### src/hw/rtl/dsrt_pkg.sv
// ----------------------------------------------------------------------------
// dsrt_pkg: shared types and constants for the date-sorted record table
// Record layout, date key helper, operation and status codes, cell actions.
// ----------------------------------------------------------------------------
package dsrt_pkg;

  // field widths
  localparam int CODE_W   = 14;
  localparam int DAY_W    = 5;
  localparam int MONTH_W  = 4;
  localparam int YEAR_W   = 14;
  localparam int POSTAL_W = 17;
  // widest key: 16383*10000 + 15*100 + 31 fits in 28 bits
  localparam int KEY_W    = 28;

  localparam logic [KEY_W-1:0] YEAR_SCALE  = KEY_W'(10000);
  localparam logic [KEY_W-1:0] MONTH_SCALE = KEY_W'(100);

  typedef enum logic [1:0] {
    OP_INSERT  = 2'd0,
    OP_SEARCH  = 2'd1,
    OP_EXTRACT = 2'd2,
    OP_RANGE   = 2'd3
  } op_t;

  typedef enum logic [1:0] {
    STAT_OK       = 2'd0,
    STAT_NOTFOUND = 2'd1,
    STAT_FULL     = 2'd2,
    STAT_REJECT   = 2'd3
  } status_t;

  // per-cell update selection
  typedef enum logic [1:0] {
    ACT_HOLD  = 2'd0,
    ACT_LOAD  = 2'd1,
    ACT_LEFT  = 2'd2,
    ACT_RIGHT = 2'd3
  } act_t;

  typedef enum logic [1:0] {
    S_IDLE  = 2'd0,
    S_CMP   = 2'd1,
    S_APPLY = 2'd2
  } state_t;

  typedef struct packed {
    logic [CODE_W-1:0]   code;
    logic [DAY_W-1:0]    day;
    logic [MONTH_W-1:0]  month;
    logic [YEAR_W-1:0]   year;
    logic [POSTAL_W-1:0] postal;
  } rec_t;

  // request broadcast to every cell for the compare step
  typedef struct packed {
    op_t               op;
    logic              neg;
    logic [CODE_W-1:0] code;
    logic [KEY_W-1:0]  key_a;
    logic [KEY_W-1:0]  key_b;
  } cmp_req_t;

  function automatic logic [KEY_W-1:0] date_key(
    input logic [DAY_W-1:0]   d,
    input logic [MONTH_W-1:0] m,
    input logic [YEAR_W-1:0]  y
  );
    return KEY_W'(y) * YEAR_SCALE + KEY_W'(m) * MONTH_SCALE + KEY_W'(d);
  endfunction

endpackage

### src/hw/rtl/dsrt_cell.sv
// ----------------------------------------------------------------------------
// dsrt_cell: one slot of the sorted record chain
// Holds a record and its date key, compares them against the broadcast
// request and loads new data, its left neighbor or its right neighbor.
// ----------------------------------------------------------------------------
module dsrt_cell
  import dsrt_pkg::*;
(
  input  logic             clk,
  input  logic             valid,
  input  cmp_req_t         req,
  input  act_t             act,
  input  rec_t             new_rec,
  input  logic [KEY_W-1:0] new_key,
  input  rec_t             left_rec,
  input  logic [KEY_W-1:0] left_key,
  input  rec_t             right_rec,
  input  logic [KEY_W-1:0] right_key,
  output rec_t             rec,
  output logic [KEY_W-1:0] key,
  output logic             hit,
  output logic             gt
);

  rec_t             rec_r, rec_nxt;
  logic [KEY_W-1:0] key_r, key_nxt;
  logic             hit_r, hit_nxt;
  logic             gt_r, gt_nxt;
  logic             in_range;

  // compare against the request; range bounds may come in either order
  always_comb begin
    in_range = ((key_r >= req.key_a) && (key_r <= req.key_b)) ||
               ((key_r >= req.key_b) && (key_r <= req.key_a));
    gt_nxt   = valid && (key_r > req.key_a);
    case (req.op) inside
      OP_SEARCH, OP_EXTRACT: hit_nxt = valid && !req.neg && (rec_r.code == req.code);
      OP_RANGE:              hit_nxt = valid && in_range;
      default:               hit_nxt = 1'b0;
    endcase
  end

  // slot update
  always_comb begin
    case (act)
      ACT_LOAD: begin
        rec_nxt = new_rec;
        key_nxt = new_key;
      end
      ACT_LEFT: begin
        rec_nxt = left_rec;
        key_nxt = left_key;
      end
      ACT_RIGHT: begin
        rec_nxt = right_rec;
        key_nxt = right_key;
      end
      default: begin
        rec_nxt = rec_r;
        key_nxt = key_r;
      end
    endcase
  end

  always_ff @(posedge clk) begin
    rec_r <= rec_nxt;
    key_r <= key_nxt;
    hit_r <= hit_nxt;
    gt_r  <= gt_nxt;
  end

  assign rec = rec_r;
  assign key = key_r;
  assign hit = hit_r;
  assign gt  = gt_r;

endmodule
### config.mk
export PLATFORM = sky130hd
export DESIGN_NAME = dsrt_cell
export DESIGN_NICKNAME = d
export VERILOG_FILES = /design/src/hw/rtl/dsrt_pkg.sv /design/src/hw/rtl/dsrt_cell.sv
export SDC_FILE = /design/constraint.sdc
export NUM_CORES = 1
export LEC_CHECK = 0
export BUFFER_PORTS_ARGS = -buffer_cell sky130_fd_sc_hd__buf_2
export CAP_MARGIN = 20
export CORE_AREA = 2 2 157 159
export DETAILED_ROUTE_END_ITERATION = 10
export DIE_AREA = 0 0 159 161
export PLACE_DENSITY = 0.64
export SYNTH_ARGS = -nofsm -noshare
export SYNTH_HDL_FRONTEND = slang
export SYNTH_SLANG_ARGS = --single-unit
### constraint.sdc
create_clock -name clk -period 3.1 [get_ports clk]
set_input_delay 0.62 -clock clk [delete_from_list [all_inputs] [get_ports clk]]
set_output_delay 0.62 -clock clk [all_outputs]
set_load 0.01 [all_outputs]
# Yosys cells after proc, flatten, opt, wreduce, memory -nomap -nowiden
# Index checks and enable logic that the tools add are counted.
[word_totals]
input_bits = 323
ram_bits = 0
latchBits = 0
memories = 0
elab_cells = 34
mem_bits_ro = 0
register_bits = 84
out_inout_bits = 84
[classes]
shifts = 0
n_div = 0
reduce_logical = 10
addsub = 0
magnitude_cmp = 5
n_bitwise = 0
eq_ne = 7
n_mux = 4
n_mul = 0
[ops]
columns = ["op", "n"]
rows = [
  ["$pmux 54 s3", 1],
  ["$pmux 28 s3", 1],
  ["$ge 28x28->1", 2],
  ["$le 28x28->1", 2],
  ["$gt 28x28->1", 1],
  ["$eq 14x14->1", 1],
  ["$eq 2x2->1 const B", 4],
  ["$logic_and 1x1->1", 6],
  ["$eq 2x1->1 const B", 2],
  ["$reduce_bool 3->1", 1],
  ["$mux 1", 2],
  ["$reduce_or 2->1", 1],
  ["$logic_not 1->1", 1],
  ["$logic_or 1x1->1", 1],
]

# Longest topological paths before layout
# Gate-level depths: netlist (run 1).
[depth]
depth_word = 6
mapped_depth = 8
mapped_depth_nobuf = 8

# Least setup slack after synthesis (run 1)
# Ideal clock, no wire load.
[synth_path]
kind = "input-to-reg"
startpoint = "input act[0]"
endpoint = "register key_r[0] (netlist: key[0]) (enable)"
required_ps = 2695
slack_ps = 394
n_path_buf = 2
arrival_time_ps = 2301
cell_stages = 3
setup_time_ps = 405
path_cell_list = "clkbuf_1 -> buf_2 -> or2_2"
[synth_via]
elab_chain_cells = 2
elab_cells_between_ends = 4
cone_classes = "3 x eq/ne; 1 x reduce/logical"
[synth_lines]
columns = ["element", "line_no", "text"]
rows = [
  ["from (decl)", "dsrt_cell.sv:12", "input act_t act,"],
  ["$eq 2x2->1 or $eq 2x1->1 (tied branches)", "dsrt_cell.sv:45", "case (act)"],
  ["$reduce_bool 3->1 (no source line) *", "n/a", ""],
  ["to (signal assigned)", "dsrt_cell.sv:67", "key_r <= key_nxt;"],
  ["to (decl)", "dsrt_cell.sv:26", "logic [KEY_W-1:0] key_r, key_nxt;"],
]
# Every way passes the cells marked *; elsewhere a longest branch is shown, timed or not.
# A chain may end at the register's enable or synchronous reset.

# Worst setup path after layout (run 1)
[layout_path]
startpoint = "register key_r[27] (netlist: key[27])"
endpoint = "register hit_r (netlist: hit)"
[layout_via]
elab_chain_cells = 6
elab_cells_between_ends = 10
cone_classes = "4 x order compare; 2 x mux; 4 x reduce/logical"
[layout_lines]
columns = ["element", "line_no", "text"]
rows = [
  ["$ge 28x28->1 (tied with other cells)", "dsrt_cell.sv:33", "in_range = ((key_r >= req.key_a) && (key_r <= req.key_b)) ||"],
  ["$logic_and 1x1->1 (on tied branches)", "dsrt_cell.sv:33, dsrt_cell.sv:34", ""],
  ["$logic_or 1x1->1 *", "dsrt_cell.sv:33", ""],
  ["$logic_and 1x1->1 *", "dsrt_cell.sv:38", "OP_RANGE: hit_nxt = valid && in_range;"],
  ["$mux 1 * (2 in a row)", "dsrt_cell.sv:36", "case (req.op) inside"],
  ["named net hit_nxt", "dsrt_cell.sv:27", "logic hit_r, hit_nxt;"],
  ["to (signal assigned)", "dsrt_cell.sv:68", "hit_r <= hit_nxt;"],
  ["to (decl)", "dsrt_cell.sv:27", ""],
]
# The timed path passes the listed nets; every way through them passes the cells marked *.

==> flow_metrics.py, run 1 <==
metrics = {
    "status": {
        "status": "complete, no violations",
    },
    "timing": {
        "fin_setup_tns_ns": 0,
        "fin_crit_ns": 2.250,
        "finalSetupViolations": 0,
        "hold_viol_final": 0,
        "max_freq_mhz": 444.5,
        "finalCritPeriodShare": 0.7258,
        "relSlewSlack": 0.6765,
        "rsz0062_at_grt": "no",
        "maxSlewViolCount": 0,
        "skew_ns": 0.008289,
        "worst_slew_pin_slew_ns": 0.4808,
        "whs_ns": 0.5670,
    },
    "yosys": {
        "ys_seq_area_frac": 0.4315,
        "syn_nets": 961,
        "synth.area.mux_share": 0.1415,
        "synth-xor-area-share": 0.02114,
        "synthSimpleGateAreaFrac": 0.1018,
        "syn_inst": 581,
        "yosysUniqueCellTypes": 36,
        "yosysWarnings": 0,
        "synth_top_family_by_area": "multiplexers",
        "synth_compound_area_frac": 0.1262,
        "syn_area_per_cell_um2": 9.982,
        "synth_adder_area_share": 0.1230,
        "syn_area_um2": 5799,
        "synth-seq-cells": 84,
    },
    "clock_network": {
        "clk_root_buffer_cell": "clkbuf_16",
        "cts_setup_buffers": 0,
        "cts-root-to-sink-buffers": 2,
        "worstSkewPairLatency_ns": 0.34,
        "ctsResizeCount": 0,
        "cts_tree": "done",
        "cts_buffers": 9,
        "h-tree-depth": 3,
        "cts_hold_buf": 0,
        "path_clk_slew_ns": 0.07,
        "cts_sinks": 84,
    },
    "placement": {
        "io_buffers": 406,
        "dp_hpwl_um": 16950,
        "dp.cells": 1291,
        "place_congestion": 0.8336,
    },
    "power_and_ir_drop": {
        "power_switching_mw": 1.076,
        "combPwrFrac": 0.271,
        "seq_power_share": 0.417,
        "p_int_mw": 2.501,
        "ir_drop_v": 0.0002219,
        "p_leak_nw": 4.354,
        "power_mw": 3.578,
        "p_clk_frac": 0.312,
        "switching_share": 0.3009,
        "pwr_density_cell_nw_per_um2": 418.4,
    },
    "drt": {
        "via_per_inst": 4.393,
        "wire_per_inst_um": 15.39,
        "drt_iter0_markers": 224,
        "wl_met3_um": 1365,
        "top_layer": "met5",
        "vias": 5746,
        "drtPass1Iterations": 4,
        "wl_met2_um": 10080,
        "wl_met1_um": 8228,
        "drtAntennaViolNets": 0,
        "finalWirelength_um": 20130,
        "drc_errors": 0,
    },
    "die": {
        "dieArea_um2": 25600,
        "io_pins": 407,
        "fp-row-count": 57,
        "start_util": 0.2420,
        "design.core.area_um2": 23960,
        "die_x_um": 159,
        "die_y_um": 161,
    },
    "global_routing": {
        "grt_pass1_wl_um": 30550,
        "antenna_found_initial": 2,
        "grt_max_degree": 83,
        "grt-ovfl-total": 0,
        "grt_use_total": 0.1532,
        "grt_pass1_vias": 5924,
    },
    "critical_path": {
        "crit_chain": "ha_1, nand4_1, nor3_1, a221oi_1, nor3b_1, a211oi_1, o31a_1",
        "cp_top_family": "compound AO/OA/AOI/OAI gates",
        "crit_fanout": 5,
        "required_ns": 3.33,
        "slowest_delay_ns": 0.47,
        "cp.depth": 7,
        "start_kind": "flop",
        "r2r.worst_path.cells": 7,
        "critical_path_buf_inv_count": 0,
        "arrival_ns": 2.48,
        "end_kind": "flop",
        "path_class": "flop to flop",
        "crit_slowest_cell": "edfxtp_1",
    },
    "worst_hold_path": {
        "hold_depth": 2,
        "holdCritPathClass": "input pin to flop",
    },
    "layout": {
        "final_cells": 1308,
        "syn2layout_area_growth_pct": 47.44,
        "drive_gt1_frac": 0.4405,
        "nets": 1358,
        "fin_util": 0.3568,
    },
    "run": {
        "drv_cap": 0,
    },
}
-- metal layers --
metal / global-route usage / vias to the layer above
met1: 0.1833 / 2561
li1: - / 2909
met5: 0 / -
met3: 0.03672 / 30
met2: 0.2706 / 244
met4: 0.05124 / 2
-- cell usage in the layout (no fill, tap or decap), types with 9 or more instances in the layout --
cell type and instances:
inv_1 55, nor2_1 84, xnor2_1 9, clkbuf_16 9, edfxtp_1 82, ha_1 57
mux2i_1 82, nand2_1 10, nand4_1 14, buf_2 404, a21oi_1 103
-- worst paths after layout --
path,start,endpoint,slack [ns]
hold / removal,valid,gt$_DFF_P_,0.57
hold reg to reg,key[11]$_DFFE_PP_,gt$_DFF_P_,1.00
setup reg to reg,key[27]$_DFFE_PP_,hit$_DFF_P_,0.85
setup / recovery,key[27]$_DFFE_PP_,hit$_DFF_P_,0.85
-- power by group through the flow --
| stage | Combinational [mW] | Clock (mW) | Sequential (mW) |
|---|---|---|---|
| floorplan | 0.427 | 0 | 1.56 |
| global placement | 0.960 | 0 | 1.51 |
| detailed placement | 0.980 | 0 | 1.52 |
| CTS | 0.984 | 1.16 | 1.49 |
| global route | 1.09 | 1.21 | 1.51 |
| finish | 0.971 | 1.12 | 1.49 |
-- worst register-to-register path, stage by stage (launching register included) --
cell      delay, ns
edfxtp_1       0.47
ha_1           0.35
nand4_1        0.21
nor3_1         0.09
a221oi_1       0.26
nor3b_1        0.33
a211oi_1       0.13
o31a_1         0.29
-- registers in the layout, indices dropped and copies added (netlist names) --
name  cells
hit       1
gt        1
rec      54
key      28
-- cell usage after synthesis --
cell type  number  share of area
a21oi_1       103          0.089
nor2_1         84          0.054
edfxtp_1       82           0.42
mux2i_1        82           0.14
ha_1           57           0.12
inv_1          55          0.036
clkbuf_1       15         0.0097
nand4_1        14          0.015
nand2_1        10         0.0065
xnor2_1         9          0.014
buf_2           8         0.0069
nand3_1         8         0.0069
a21o_1          6         0.0078
xor2_1          5         0.0076
buf_1           4         0.0026
nor3_1          4         0.0035
o21ai_0         4         0.0035
and4_1          3         0.0045
nor4_1          3         0.0032
a211oi_1        2         0.0026
a21boi_0        2         0.0026
a221oi_1        2         0.0030
dfxtp_1         2         0.0069
nor2b_1         2         0.0022
o211a_1         2         0.0035
o31a_1          2         0.0030
or2_2           2         0.0022
a221o_1         1         0.0017
a221oi_2        1         0.0026
nor3b_1         1         0.0013
nor4_2          1         0.0022
o211ai_1        1         0.0013
o211ai_2        1         0.0022
o21ai_1         1        0.00086
o21bai_1        1         0.0013
o41ai_1         1         0.0015
-- metrics by stage --
| step | instance area [µm²] | setup WS [ns] |
|---|---|---|
| 2_1_floorplan | 5799 | 0.3935 |
| 3_3_place_gp | 8248 | 0.5860 |
| 3_5_place_dp | 8248 | 0.5798 |
| 4_1_cts | 8548 | 0.7985 |
| 5_1_grt | 8551 | 0.6929 |
| 6_report | 8551 | 0.8501 |
-- layout make-up --
cell class              count  area, µm²
inverters                  55      206.4
flip-flops and latches     84       2502
multi-input cells         415       2982
fillers                  2528      15410
clock buffers               9      225.2
diodes                      1      2.502
well taps                 324      405.4
clock inverters             7      75.07
repair buffers            413       2152
-- kinds of logic (layout without fill, tap and decap cells) --
group	count (synthesis)	in the layout
and+or+nand+nor	132	132
buffers and inverters	82	484
xor gates and xnor gates	14	14
adders and majority gates	57	57
DFF	84	84
muxes	82	82
AOI/OAI and AO/OA	130	130
other	0	1
(Power assumes the default switching activity.)
==> inputs of run 2 (changes only) <==
- CORE_AREA: 2 2 157 159 -> 2 2 160 162
- DIE_AREA: 0 0 159 161 -> 0 0 162 164
- clock period: 3.1 -> 1.9 ns (I/O delays scaled with it)
==> run 2 against run 1 <==
Effect of this change:
- the flow now finishes with violations (setup timing)
- register-to-register slack worse by 1.1 ns
- global-route usage is 0.70 points lower
- sequential share of layout area is 1.7 points lower
- first-iteration DRC count is 22% lower
- hold slack worse by 0.26 ns
- highest routed layer is now met4
==> flow_metrics.py, run 2 (synthesized netlist as in run 1, its figures left out) <==
metrics = {
    "critical_path": {
        "end_kind": "flop",
        "crit_chain": "ha_1, nand4_1, nor4_4, o31a_1, a211oi_2, o31a_1",
        "start_kind": "flop",
        "crit_fanout": 3,
        "crit_slowest_cell": "edfxtp_1",
        "critical_path_buf_inv_count": 0,
        "required_ns": 2.12,
        "path_class": "flop to flop",
        "arrival_ns": 2.39,
        "crit_top_cell": "o31a_1",
        "cp_top_family": "simple AND/OR/NAND/NOR gates",
        "slowest_delay_ns": 0.47,
    },
    "worst_hold_path": {
        "holdCritPathClass": "input pin to flop",
    },
    "power_and_ir_drop": {
        "switching_share": 0.2994,
        "combPwrFrac": 0.297,
        "p_clk_frac": 0.300,
        "seq_power_share": 0.403,
        "ir_drop_v": 0.0004282,
        "p_int_mw": 4.226,
        "power_switching_mw": 1.806,
        "pwr_density_cell_nw_per_um2": 663.4,
        "power_mw": 6.032,
        "p_leak_nw": 4.647,
    },
    "clock_network": {
        "cts_hold_buf": 0,
        "cts_buffers": 9,
        "cts_sinks": 84,
        "worstSkewPairLatency_ns": 0.34,
        "clk_root_buffer_cell": "clkbuf_16",
        "cts_tree": "done",
        "path_clk_slew_ns": 0.07,
        "h-tree-depth": 3,
        "cts-root-to-sink-buffers": 2,
    },
    "die": {
        "io_pins": 407,
        "start_util": 0.2337,
        "dieArea_um2": 26570,
        "fp-row-count": 58,
        "die_x_um": 162,
        "design.core.area_um2": 24820,
        "die_y_um": 164,
    },
    "drt": {
        "drt_iter0_markers": 174,
        "drtPass1Iterations": 4,
        "drc_errors": 0,
        "finalWirelength_um": 20330,
        "drtAntennaViolNets": 0,
        "via_per_inst": 4.310,
        "vias": 5875,
        "wire_per_inst_um": 14.91,
    },
    "timing": {
        "fin_setup_tns_ns": -0.3336,
        "max_freq_mhz": 461.1,
        "rsz0062_at_grt": "yes",
        "finalCritPeriodShare": 1.141,
        "finalSetupViolations": 2,
        "fin_crit_ns": 2.169,
        "skew_ns": 0.01236,
        "whs_ns": 0.3075,
        "hold_viol_final": 0,
        "worst_slew_pin_slew_ns": 0.3519,
        "relSlewSlack": 0.7587,
        "maxSlewViolCount": 0,
        "final.setup.worst_slack_ns": -0.2688,
    },
    "global_routing": {
        "grt_pass1_wl_um": 29880,
        "grt-ovfl-total": 0,
        "grt_use_total": 0.1462,
        "grt_max_degree": 61,
        "antenna_found_initial": 0,
        "grt_pass1_vias": 5792,
    },
    "layout": {
        "fill_cells": 2571,
        "largest_register_ff_count": 54,
        "layout.cells.most_common": "buf_2",
        "final_cell_mix": "buf_2 (404), a21oi_1 (102), nor2_1 (84), mux2i_1 (82), edfxtp_1 (82)",
        "drive_gt1_frac": 0.4811,
        "nets": 1408,
        "seqCellArea_um2": 2502,
        "design_area_um2": 9092,
        "final_cells": 1363,
        "fin_util": 0.3664,
        "multiInputGateArea_um2": 3131,
        "syn2layout_area_growth_pct": 56.79,
        "n_antenna_cell": 0,
    },
    "placement": {
        "io_buffers": 406,
        "dp.cells": 1340,
        "dp_hpwl_um": 17360,
        "dp_slack_ns": -0.5153,
        "place_congestion": 0.8242,
        "dpl_cell_area_um2": 8591,
    },
    "status": {
        "status": "complete, but fails checks",
        "violations": "setup timing",
    },
    "run": {
        "drv_cap": 0,
    },
}
run 2: worst reg2reg max path, stage by stage, from the launching register on:
cell and delay (ns):
edfxtp_1 0.47, ha_1 0.34, nand4_1 0.23, nor4_4 0.40, o31a_1 0.28, a211oi_2 0.05, o31a_1 0.28
run 2: area by class of cell:
class / instances / area share
Multi-Input combinational cell: 415 / 0.3443
Timing Repair Buffer: 463 / 0.2793
Sequential cell: 84 / 0.2752
Tap cell: 330 / 0.04541
Clock buffer: 10 / 0.02518
Inverter: 55 / 0.02271
Clock inverter: 6 / 0.007844
run 2: path summary, 6_finish.rpt:
| check | start | end | slack, ns | cells past startpoint |
|---|---|---|---|---|
| max | key[26]$_DFFE_PP_ | hit$_DFF_P_ | -0.27 | 6 |
| min | valid | gt$_DFF_P_ | 0.31 | 2 |
| max reg2reg | key[26]$_DFFE_PP_ | hit$_DFF_P_ | -0.27 | 6 |
| min reg2reg | key[27]$_DFFE_PP_ | gt$_DFF_P_ | 0.98 | 5 |
run 2: metal layers:
| layer | track usage | vias up | part of all wire |
|---|---|---|---|
| met4 | 0.04545 | 0 | 0.021 |
| met5 | 0 | - | 0 |
| met3 | 0.02955 | 23 | 0.055 |
| met2 | 0.2646 | 224 | 0.51 |
| li1 | - | 3012 | - |
| met1 | 0.1739 | 2616 | 0.41 |
run 2: what timing repair did:
item | in CTS | in global routing
gates cloned | 0 | 0
hold endpoints to repair | 0 | 0
endpoints found under the setup margin | 2 | 2
setup buffers | 7 | 0
pin swaps | 10 | 4
resized for setup | 15 | 6
run 2: power by group through the flow:
stage	clock [mW]	combinational, mW	sequential (mW)
floorplan	0	0.698	2.55
global route	1.95	1.98	2.46
global placement	0	1.69	2.46
finish	1.81	1.79	2.43
detailed placement	0	1.72	2.47
CTS	1.89	1.79	2.43
